## config.mk

```make
export PLATFORM = sky130hd
export DESIGN_NAME = rdcf_div
export DESIGN_NICKNAME = d
export VERILOG_FILES = /design/src/sv/rdcf_pkg.sv /design/src/sv/rdcf_div.sv
export SDC_FILE = /design/constraint.sdc
export NUM_CORES = 1
export LEC_CHECK = 0
export BUFFER_PORTS_ARGS = -buffer_cell sky130_fd_sc_hd__clkbuf_2
export CORE_MARGIN = 2
export CORE_UTILIZATION = 48
export CTS_CLUSTER_DIAMETER = 80
export CTS_CLUSTER_SIZE = 25
export DETAILED_ROUTE_END_ITERATION = 10
export GPL_TIMING_DRIVEN = 1
export PLACE_DENSITY = 0.77
export SYNTH_ARGS = -nofsm -noshare
export SYNTH_HDL_FRONTEND = slang
export SYNTH_SLANG_ARGS = --single-unit
export TNS_END_PERCENT = 5
```

## constraint.sdc

```tcl
create_clock -name clock -period 3.5 [get_ports clock]
set_input_delay 0.525 -clock clock [delete_from_list [all_inputs] [get_ports clock]]
set_output_delay 0.525 -clock clock [all_outputs]
set_load 0.05 [all_outputs]
```

## src/sv/rdcf_pkg.sv

```systemverilog
package rdcf_pkg;

   // Gains and fade factors are Q1.15
   localparam int unsigned FRAC_BITS = 15;
   localparam logic [15:0] Q15_ONE   = 16'h8000;

   // Register field widths
   localparam int unsigned DELAY_BITS = 17;
   localparam int unsigned FB_BITS    = 15;
   localparam int unsigned MIX_BITS   = 16;
   localparam int unsigned XF_BITS    = 15;
   localparam int unsigned CSR_BITS   = 17;
   localparam int unsigned CSR_IDX_BITS = 2;

   // Register indexes
   localparam logic [CSR_IDX_BITS-1:0] CSR_DELAY    = 2'd0;
   localparam logic [CSR_IDX_BITS-1:0] CSR_FEEDBACK = 2'd1;
   localparam logic [CSR_IDX_BITS-1:0] CSR_MIX      = 2'd2;
   localparam logic [CSR_IDX_BITS-1:0] CSR_XFADE    = 2'd3;

   // Register reset values
   localparam logic [DELAY_BITS-1:0] DELAY_RST    = 17'd44100;
   localparam logic [FB_BITS-1:0]    FEEDBACK_RST = 15'd9830;
   localparam logic [MIX_BITS-1:0]   MIX_RST      = 16'd16384;
   localparam logic [XF_BITS-1:0]    XFADE_RST    = 15'd3277;

   // Divider step counter
   localparam int unsigned DIV_CNT_BITS = 4;

   typedef enum logic [11:0] {
      ST_CLEAR   = 12'b0000_0000_0001,
      ST_IDLE    = 12'b0000_0000_0010,
      ST_WRITE   = 12'b0000_0000_0100,
      ST_RDISSUE = 12'b0000_0000_1000,
      ST_FADE    = 12'b0000_0001_0000,
      ST_DIV     = 12'b0000_0010_0000,
      ST_FMUL    = 12'b0000_0100_0000,
      ST_MIX1    = 12'b0000_1000_0000,
      ST_MIX2    = 12'b0001_0000_0000,
      ST_OUT     = 12'b0010_0000_0000,
      ST_SW_RD   = 12'b0100_0000_0000,
      ST_SW_WR   = 12'b1000_0000_0000
   } state_type;

endpackage

```

## src/sv/rdcf_div.sv

```systemverilog
module rdcf_div #(
   parameter int unsigned W = 17
) (
   input  logic                        clock,
   input  logic                        reset,
   input  logic                        start,
   input  logic [W-1:0]                num,
   input  logic [W-1:0]                den,
   output logic                        done,
   output logic [rdcf_pkg::FRAC_BITS-1:0] quo
);
   import rdcf_pkg::*;

   // Restoring divide of (num << 15) by den, num below den: one bit a cycle
   logic                    busy_ff, busy_in;
   logic                    done_ff, done_in;
   logic [W-1:0]            rem_ff, rem_in;
   logic [FRAC_BITS-1:0]    quo_ff, quo_in;
   logic [DIV_CNT_BITS-1:0] cnt_ff, cnt_in;
   logic [W:0]              trial;

   always_comb begin
      busy_in = busy_ff;
      done_in = 1'b0;
      rem_in  = rem_ff;
      quo_in  = quo_ff;
      cnt_in  = cnt_ff;
      trial   = {rem_ff, 1'b0};
      if (start) begin
         busy_in = 1'b1;
         rem_in  = num;
         quo_in  = '0;
         cnt_in  = '0;
      end else if (busy_ff) begin
         if (trial >= {1'b0, den}) begin
            rem_in = W'(trial - {1'b0, den});
            quo_in = {quo_ff[FRAC_BITS-2:0], 1'b1};
         end else begin
            rem_in = trial[W-1:0];
            quo_in = {quo_ff[FRAC_BITS-2:0], 1'b0};
         end
         cnt_in = cnt_ff + 1'b1;
         if (cnt_ff == DIV_CNT_BITS'(FRAC_BITS - 1)) begin
            busy_in = 1'b0;
            done_in = 1'b1;
         end
      end
   end

   always_ff @(posedge clock) begin
      if (reset) begin
         busy_ff <= 1'b0;
         done_ff <= 1'b0;
         cnt_ff  <= '0;
      end else begin
         busy_ff <= busy_in;
         done_ff <= done_in;
         cnt_ff  <= cnt_in;
      end
      rem_ff <= rem_in;
      quo_ff <= quo_in;
   end

   assign done = done_ff;
   assign quo  = quo_ff;

   // done follows the last step of a running divide
   assert property (@(posedge clock) disable iff (reset)
      done_ff |-> $past(busy_ff))
      else $error("divider done without a running divide");

   // a running divide never exceeds its step count
   assert property (@(posedge clock) disable iff (reset)
      busy_ff |-> cnt_ff < DIV_CNT_BITS'(FRAC_BITS))
      else $error("divider step count overrun");

   // a quotient is never offered while still busy
   assert property (@(posedge clock) disable iff (reset)
      done_ff |-> !busy_ff)
      else $error("divider done while busy");

endmodule

```

==> flow_metrics.py, run 1 <==
metrics = {
    "status": {
        "outcome": "complete, no violations",
    },
    "placed_design": {
        "routabilityCongestion": 0.829,
        "io_buffers": 52,
        "detailed_place_hpwl_microns": 3960,
    },
    "pwr": {
        "leakage_nw": 1.34,
        "pwr-share-clk": 0.176,
        "combPwrFrac": 0.476,
        "p_per_area_mw_per_mm2": 580,
        "seqPwrFrac": 0.347,
        "power_switching_uw": 630,
        "ir_drop_mv": 0.319,
        "power_switching_share": 0.373,
        "power_mw": 1.69,
        "p_int_mw": 1.06,
    },
    "routing": {
        "routed_wl_microns": 5280,
        "wl_per_cell_microns": 13.5,
        "viasPerCell": 5.26,
        "drtIter0Drc": 114,
        "via_count": 2050,
        "drc": 0,
        "dr.pass1.iters": 4,
        "ant_nets": 0,
    },
    "floorplan": {
        "ios": 53,
        "die_h_microns": 76.5,
        "die_w_microns": 76.5,
        "start_util": 0.497,
        "die-area_sq_mm": 0.00585,
        "rows": 26,
        "fp.coreArea_sq_mm": 0.00507,
    },
    "grt": {
        "groute.usage.overall": 0.192,
        "overflow": 0,
        "use_met2": 0.348,
        "use_met3": 0.0403,
        "grt_pass1_vias": 2081,
        "antenna_found_initial": 0,
        "grt.busiest_layer": "met2",
        "grt_pass1_wl_microns": 9230,
        "met1_usage": 0.230,
        "grt_max_degree": 28,
    },
    "setup_path": {
        "crit_fanout": 13,
        "path_class": "reg2reg",
        "cp.arrival_ns": 3.09,
        "endpoint_kind": "register",
        "crit_path_start_kind": "register",
        "cp.required_ns": 3.64,
    },
    "clock_tree": {
        "cts.sinks": 38,
        "clk_pin_slew_worst_paths_ns": 0.07,
        "cts-root-buf": "clkbuf_8",
        "cts_setup_buffers": 0,
        "insertion_delay_ns": 0.29,
        "cts_buffers": 5,
        "cts_max_level": 2,
        "cts_buffer_depth": 2,
        "cts_hold_buf": 0,
        "ctsResizeCount": 0,
        "cts_tree": "yes",
    },
    "yosys": {
        "synth_area_leader_cell": "edfxtp_1",
        "synth_fp_nets": 324,
        "synthFlopType": "dfxtp_1",
        "ys_warn_count": 0,
        "synth_top_area_share": 0.203,
        "ys_types": 48,
        "ys_seq_area_frac": 0.369,
        "netlist_area_sq_mm": 0.00252,
        "synth_enable_flop_cells": 17,
        "synth.avg_cell_area_sq_um": 9.44,
        "yosys_register_bits": 38,
        "synthCells": 267,
        "ys_top_cells_by_area": "edfxtp_1 20%, dfxtp_1 17%, ha_1 9.4%",
        "async_flop_share": 0,
    },
    "sta": {
        "fmax_ghz": 0.339,
        "setup-tns-final_ns": 0,
        "rsz0062_at_grt": "no",
        "min_period_ns": 2.95,
        "tightest_slew_ns": 0.541,
        "slew_headroom": 0.639,
        "finClkSkew_ns": 0.0106,
        "finalCritPeriodShare": 0.844,
        "setup_viol": 0,
        "finalMaxSlewViolations": 0,
        "final-hold-violation-count": 0,
    },
    "finish": {
        "syn_to_final_growth_pct": 15.7,
        "diodes": 0,
        "layout.nets": 376,
        "drive_gt1_frac": 0.241,
    },
    "run": {
        "drv_cap": 0,
    },
    "min_path": {
        "hp-class": "in2reg",
    },
}
[flip-flops by register name (all words and copies together) (netlist names)]
name	cells
cnt_ff	4
rem_ff	17
busy_ff	1
quo	15
done	1
[metal layers]
layer | share of wire | wire, microns
met3 | 0.039 | 205
met1 | 0.45 | 2390
met2 | 0.50 | 2660
met5 | 0 | 0
met4 | 0.0070 | 37
[worst max-delay path, stage by stage, from the launching register on]
cell	delay, ns
edfxtp_1	0.35
inv_1	0.07
fa_1	0.41
nand2b_1	0.18
a21o_1	0.20
a211o_1	0.29
o221ai_2	0.17
o32a_2	0.39
buf_4	0.26
mux2_2	0.34
o21ai_1	0.13
[logic make-up after synthesis]
family / count (synthesis) / share of synthesized area
AND/OR/NAND/NOR: 78 / 0.147
multiplexers: 28 / 0.115
adder cells (fa/ha/maj): 20 / 0.102
flip-flops: 38 / 0.369
AO/OA/AOI/OAI: 54 / 0.149
buffers and inverters: 32 / 0.0571
XOR/XNOR: 17 / 0.0591
[power groups by stage]
stage / logic (mW) / clock network [mW] / registers, mW
final: 0.805 / 0.298 / 0.587
after global routing: 0.896 / 0.325 / 0.595
after CTS: 0.802 / 0.304 / 0.588
after detailed placement: 0.796 / 0 / 0.597
after global placement: 0.784 / 0 / 0.595
after floorplan: 0.675 / 0 / 0.596
[cell usage after synthesis, types with 2 or more instances]
cell       n
nand2b_1   7
dfxtp_1   21
mux2i_1   23
nand3_1    3
nor3_1     3
a21oi_1   14
o211ai_1   2
o21ai_1    8
ha_1      19
o21ai_0   10
nor3b_1    4
edfxtp_1  17
buf_1      3
nand2_1   23
nor2_1    27
inv_1     22
clkbuf_1   5
mux2_2     4
xnor2_1    7
xor2_1    10
a211oi_1   3
o221ai_2   2
a221o_1    4
nand4_1    2
[cell usage in the layout, fill, tap and decap left out, types with 8 or more instances in the layout]
cell type	netlist	layout
xor2_1	10	10
o21ai_0	10	10
a21oi_1	14	14
o21ai_1	8	8
dfxtp_1	21	21
clkbuf_2	0	52
nor2_1	27	27
mux2i_1	23	23
edfxtp_1	17	17
inv_1	22	22
ha_1	19	19
nand2_1	23	23
[final timing paths]
kind                        startpoint                    to  slack, ns  cells after the start
setup reg to reg   rem_ff[0]$_DFFE_PP_   rem_ff[1]$_DFFE_PP_       0.55                     10
hold reg to reg   quo[14]$_SDFFE_PP0P_  quo[14]$_SDFFE_PP0P_       0.50                      2
setup / recovery   rem_ff[0]$_DFFE_PP_   rem_ff[1]$_DFFE_PP_       0.55                     10
hold / removal                   reset    busy_ff$_SDFF_PP0_       0.40                      2
[cell type report]
class,instances,area [sq um]
Inverter,22,82.6
Timing Repair Buffer,55,283
Clock buffer,6,72.6
Multi-Input combinational cell,197,1450
Sequential cell,38,931
Tap cell,70,87.6
Clock inverter,2,13.8
Fill cell,478,2160
[per-stage QoR]
| step | std cells | area, sq um | setup WS, ns | hold WS, ns | utilization |
|---|---|---|---|---|---|
| after detailed placement | 382 | 2830 | 0.271 | 0.494 | 0.557 |
| final | 390 | 2920 | 0.547 | 0.401 | 0.574 |
| after floorplan | 267 | 2520 | 0.658 | 0.462 | - |
| after global placement | 382 | 2830 | 0.327 | 0.476 | 0.557 |
| after CTS | 390 | 2920 | 0.542 | 0.396 | 0.574 |
| after global routing | 390 | 2920 | 0.418 | 0.410 | 0.574 |
Power figures use the tool's default switching activity.
==> run 2: changes to the inputs <==
Settings changed: PLACE_DENSITY 0.77 to 0.79.
Clock period 3.5 ns to 2.6 ns, I/O delays scaled along.
==> run 2 against run 1 <==
Effect of this change:
- the flow now finishes with violations (setup timing)
- critical endpoint is now rem_ff[9]$_DFFE_PP_
- highest routed layer unchanged
- largest power group unchanged
- routed wire length grew 5.1%
- sequential cell count is the same
- utilization grew 6.3 points
- critical path depth shrank 1
- via count grew 6.2%
- hold slack lost 0.13 ns
- design area grew 11%
- sequential share of layout area shrank 3.1 points
==> flow_metrics.py, run 2 (synthesis gave the netlist of run 1 again) <==
metrics = {
    "setup_path": {
        "rr_worst_depth": 9,
        "cp_slowest_cell": "edfxtp_1",
        "timing.rr.start": "rem_ff[0]$_DFFE_PP_",
        "critPathTopFamily": "compound AO/OA/AOI/OAI gates",
        "cp.arrival_ns": 2.70,
        "path_class": "reg2reg",
        "crit_chain": "inv_2, fa_2, nand2b_4, a21o_1, a211o_1, o221ai_2, o32a_4, mux2_2, mux2_2",
        "rr_endpoint": "rem_ff[9]$_DFFE_PP_",
        "cp.required_ns": 2.64,
        "critPathMaxStageDelay_ns": 0.38,
        "reg2reg_setup_slack_ns": -0.05,
        "cpMostUsedCell": "mux2_2",
        "endpoint_kind": "register",
        "crit_path_start_kind": "register",
        "crit_fanout": 4,
        "worst-path-buf-inv": 1,
    },
    "min_path": {
        "holdCritStartpoint": "reset",
        "hold_end": "busy_ff$_SDFF_PP0_",
        "whs_path_depth": 2,
        "hp-class": "in2reg",
    },
    "grt": {
        "grt_pass1_wl_microns": 9450,
        "grt_pass1_vias": 2177,
        "overflow": 0,
        "groute.usage.overall": 0.197,
        "antenna_found_initial": 0,
        "grt_max_degree": 34,
        "use_met2": 0.337,
        "use_met3": 0.0367,
        "grt.busiest_layer": "met2",
        "met1_usage": 0.245,
    },
    "finish": {
        "layout.nets": 404,
        "syn_to_final_growth_pct": 28.4,
        "diodes": 0,
        "drive_gt1_frac": 0.333,
        "multi_input_area_sq_mm": 0.00155,
        "ff_latch_area_sq_um": 931,
        "layout_common_cells": "52 x clkbuf_2, 30 x buf_4, 27 x nor2_1, 23 x nand2_1, 23 x mux2i_1",
        "final_common_cell": "clkbuf_2",
        "regMostFlops": "rem_ff",
        "fillers": 440,
        "largest_register_ffs": 17,
    },
    "routing": {
        "routed_wl_microns": 5550,
        "viasPerCell": 5.21,
        "via_count": 2178,
        "wl_per_cell_microns": 13.3,
        "dr.pass1.iters": 4,
        "drc": 0,
        "drtIter0Drc": 72,
        "ant_nets": 0,
    },
    "sta": {
        "slew_headroom": 0.674,
        "final-hold-violation-count": 0,
        "min_period_ns": 2.65,
        "finalMaxSlewViolations": 0,
        "fmax_ghz": 0.377,
        "setup-tns-final_ns": -0.0519,
        "finalCritPeriodShare": 1.02,
        "finClkSkew_ns": 0.00632,
        "rsz0062_at_grt": "yes",
        "tightest_slew_ns": 0.489,
        "setup_viol": 1,
        "fin_ws_ns": -0.0519,
    },
    "clock_tree": {
        "cts_buffer_depth": 2,
        "insertion_delay_ns": 0.29,
        "cts_buffers": 5,
        "cts_max_level": 2,
        "cts_hold_buf": 0,
        "clk_pin_slew_worst_paths_ns": 0.07,
        "cts-root-buf": "clkbuf_8",
        "cts.sinks": 38,
        "cts_tree": "yes",
    },
    "status": {
        "outcome": "finished, violations left",
        "violations": "setup timing",
    },
    "placed_design": {
        "io_buffers": 52,
        "pre_cts_ws_ns": -0.179,
        "routabilityCongestion": 0.858,
        "detailed_place_hpwl_microns": 4240,
    },
    "floorplan": {
        "fp.coreArea_sq_mm": 0.00507,
        "die-area_sq_mm": 0.00585,
        "die_h_microns": 76.5,
        "rows": 26,
        "start_util": 0.497,
        "die_w_microns": 76.5,
        "ios": 53,
    },
    "pwr": {
        "p_per_area_mw_per_mm2": 798,
        "ir_drop_mv": 0.428,
        "leakage_nw": 1.49,
    },
    "run": {
        "drv_cap": 0,
    },
}
[run 2: cell types whose count changed in the layout (fill, tap and decap cells not counted), sizes merged]
| cell | change |
|---|---|
| buf | +28 |
| clkbuf | +1 |
| clkinv | -1 |
[run 2: layout make-up]
type | instances | share of cell area
Multi-Input combinational cell | 197 | 0.478
Sequential cell | 38 | 0.288
Timing Repair Buffer | 83 | 0.154
Tap cell | 70 | 0.0271
Clock buffer | 7 | 0.0267
Inverter | 22 | 0.0255
Clock inverter | 1 | 0.00155
[run 2: what timing repair did]
action,CTS,global route
pin swaps,1,0
endpoints found under the setup margin,11,15
resized for setup,5,8
setup buffers,0,1
[run 2: worst max-delay path by stage]
stage / start / to / slack (ns) / cells past startpoint
after floorplan: den[0] / rem_ff[11]$_DFFE_PP_ / -0.06 / 9
after global placement: den[0] / rem_ff[9]$_DFFE_PP_ / -0.10 / 9
after detailed placement: den[0] / rem_ff[1]$_DFFE_PP_ / -0.18 / 10
after CTS: rem_ff[0]$_DFFE_PP_ / rem_ff[9]$_DFFE_PP_ / -0.03 / 9
after global routing: rem_ff[0]$_DFFE_PP_ / rem_ff[9]$_DFFE_PP_ / -0.10 / 9
final: rem_ff[0]$_DFFE_PP_ / rem_ff[9]$_DFFE_PP_ / -0.05 / 9
[run 2: power by group]
part           total, mW  switching [mW]  internal [mW]
Combinational       1.34           0.654          0.689
Sequential         0.819          0.0751          0.744
Clock              0.418           0.204          0.214
Total               2.58           0.934           1.65
[run 2: per-layer routing]
layer / share of wire / vias up
li1: - / 1113
met1: 0.47 / 1016
met2: 0.48 / 37
met3: 0.031 / 12
met4: 0.021 / 0
met5: 0 / -
[run 2: metrics by stage]
stage	power (mW)	util	cells	hold slack (ns)	cell area [sq um]
after CTS	2.53	0.624	417	0.259	3170
final	2.58	0.637	418	0.268	3230
after detailed placement	2.06	0.599	409	0.506	3040
after global placement	2.04	0.599	409	0.499	3040
after global routing	2.75	0.637	418	0.280	3230
after floorplan	1.72	-	267	0.462	2530
==> run 3: changes to the inputs <==
Settings changed: SKIP_CTS_REPAIR_TIMING set to 1.
Clock period 2.6 ns to 2.35 ns, I/O delays scaled along.
==> run 3 against run 2 <==
Effect of this change:
- the flow still finishes with violations (setup timing)
- final cell count up 4.3%
- sequential cell count unchanged
- clock skew up 0.0019 ns
- die area unchanged
- design area up 6.5%
- fmax down 3.0%
- global-route usage up 1.0 points
- worst setup slack worse by 0.33 ns
- combinational power up 28%
- register-to-register slack worse by 0.33 ns
- non-clock buffer count up 18
- critical path type unchanged
- largest cell class unchanged
==> flow_metrics.py, run 3 (synthesis gave the netlist of run 1 again) <==
metrics = {
    "status": {
        "outcome": "finished, violations left",
        "violations": "setup timing",
    },
    "placed_design": {
        "detailed_place_hpwl_microns": 4570,
        "routabilityCongestion": 0.871,
        "dpl_cell_area_sq_mm": 0.00315,
        "io_buffers": 52,
    },
    "clock_tree": {
        "cts.sinks": 38,
        "cts_max_level": 2,
        "insertion_delay_ns": 0.30,
        "cts_buffer_depth": 2,
        "cts-root-buf": "clkbuf_8",
        "cts_tree": "yes",
        "clk_pin_slew_worst_paths_ns": 0.08,
        "cts_buffers": 5,
    },
    "pwr": {
        "combPwrFrac": 0.529,
        "leakage_nw": 1.61,
        "seqPwrFrac": 0.276,
        "ir_drop_mv": 0.555,
        "pwr-share-clk": 0.195,
        "power_switching_share": 0.355,
        "power_switching_mw": 1.15,
        "p_int_mw": 2.09,
        "power_mw": 3.24,
        "p_per_area_mw_per_mm2": 941,
    },
    "floorplan": {
        "ios": 53,
        "rows": 26,
        "start_util": 0.497,
        "die_h_microns": 76.5,
        "die_w_microns": 76.5,
        "fp.coreArea_sq_mm": 0.00507,
        "die-area_sq_mm": 0.00585,
    },
    "sta": {
        "finClkSkew_ns": 0.00825,
        "finalMaxSlewViolations": 0,
        "min_period_ns": 2.73,
        "tightest_slew_ns": 0.445,
        "rsz0062_at_grt": "yes",
        "setup_viol": 18,
        "fin_ws_ns": -0.384,
        "fmax_ghz": 0.366,
        "slew_headroom": 0.703,
        "final-hold-violation-count": 0,
        "finalCritPeriodShare": 1.16,
    },
    "routing": {
        "via_count": 2351,
        "routed_wl_microns": 6370,
        "drtIter0Drc": 194,
        "ant_nets": 0,
        "viasPerCell": 5.39,
        "dr.pass1.iters": 4,
        "drc": 0,
        "wl_per_cell_microns": 14.6,
    },
    "finish": {
        "drive_gt1_frac": 0.383,
        "layout.nets": 422,
        "largest_register_ffs": 17,
        "layout_common_cells": "52 x clkbuf_2, 48 x buf_4, 27 x nor2_1, 22 x nand2_1, 22 x mux2i_1",
        "final_common_cell": "clkbuf_2",
        "diodes": 0,
        "syn_to_final_growth_pct": 36.6,
        "regMostFlops": "rem_ff",
        "final_cell_area_sq_mm": 0.00344,
    },
    "grt": {
        "overflow": 0,
        "grt_max_degree": 24,
        "antenna_found_initial": 0,
        "grt_pass1_wl_microns": 9850,
        "groute.usage.overall": 0.207,
        "grt_pass1_vias": 2238,
    },
    "min_path": {
        "hp-class": "in2reg",
    },
    "setup_path": {
        "path_class": "reg2reg",
        "crit_fanout": 4,
        "crit_path_start_kind": "register",
        "cp.arrival_ns": 2.79,
        "endpoint_kind": "register",
        "cp.required_ns": 2.41,
    },
    "run": {
        "drv_cap": 0,
    },
}
[run 3: cell types whose count changed in the layout (fill, tap and decap cells not counted), sizes merged]
cell,change
clkbuf,-1
bufinv,+1
buf,+18
[run 3: worst paths after layout]
check,startpoint,end,slack (ns),cells after the start
worst max-delay path,rem_ff[0]$_DFFE_PP_,rem_ff[11]$_DFFE_PP_,-0.38,9
worst min-delay path,reset,busy_ff$_SDFF_PP0_,0.22,2
worst max register to register,rem_ff[0]$_DFFE_PP_,rem_ff[11]$_DFFE_PP_,-0.38,9
worst min register to register,quo[14]$_SDFFE_PP0P_,quo[14]$_SDFFE_PP0P_,0.50,2
[run 3: routing by layer]
metal,vias up,wire length [microns],GRT usage
met5,-,0,0
met4,0,123,0.0745
met3,17,327,0.0450
met2,74,3300,0.363
met1,1112,2620,0.249
li1,1148,-,-
[run 3: cell type report]
| class | count | area [sq um] |
|---|---|---|
| clock inverter | 2 | 38.8 |
| clock buffer | 6 | 93.8 |
| timing repair buffer | 101 | 641 |
| fill | 410 | 1630 |
| multi-input combinational | 197 | 1570 |
| sequential | 38 | 931 |
| tap | 70 | 87.6 |
| inverter | 22 | 82.6 |
[run 3: critical path, stage by stage, from the launching register on]
cell and delay, ns:
edfxtp_1 0.37, inv_2 0.06, fa_2 0.36, nand2b_4 0.15, a21o_1 0.19, a211o_1 0.34, o221ai_2 0.20, o32a_4 0.25
mux2_4 0.31, mux2_2 0.26
[run 3: through the flow]
| step | utilization | setup WS, ns | hold WS, ns | cells | TNS, ns |
|---|---|---|---|---|---|
| final | 0.679 | -0.384 | 0.222 | 436 | -5.01 |
| after global placement | 0.620 | -0.350 | 0.485 | 423 | -4.73 |
| after CTS | 0.646 | -0.312 | 0.217 | 431 | -3.99 |
| after detailed placement | 0.620 | -0.385 | 0.489 | 423 | -5.52 |
| after global routing | 0.679 | -0.453 | 0.221 | 436 | -6.42 |
| after floorplan | - | -0.269 | 0.425 | 267 | -1.47 |
[run 3: power groups by stage]
stage | registers (mW) | logic, mW | clock network (mW)
4_1_cts | 0.881 | 1.49 | 0.645
3_5_place_dp | 0.894 | 1.48 | 0
3_3_place_gp | 0.889 | 1.44 | 0
6_report | 0.894 | 1.72 | 0.632
2_1_floorplan | 0.888 | 1.01 | 0
5_1_grt | 0.907 | 1.84 | 0.673
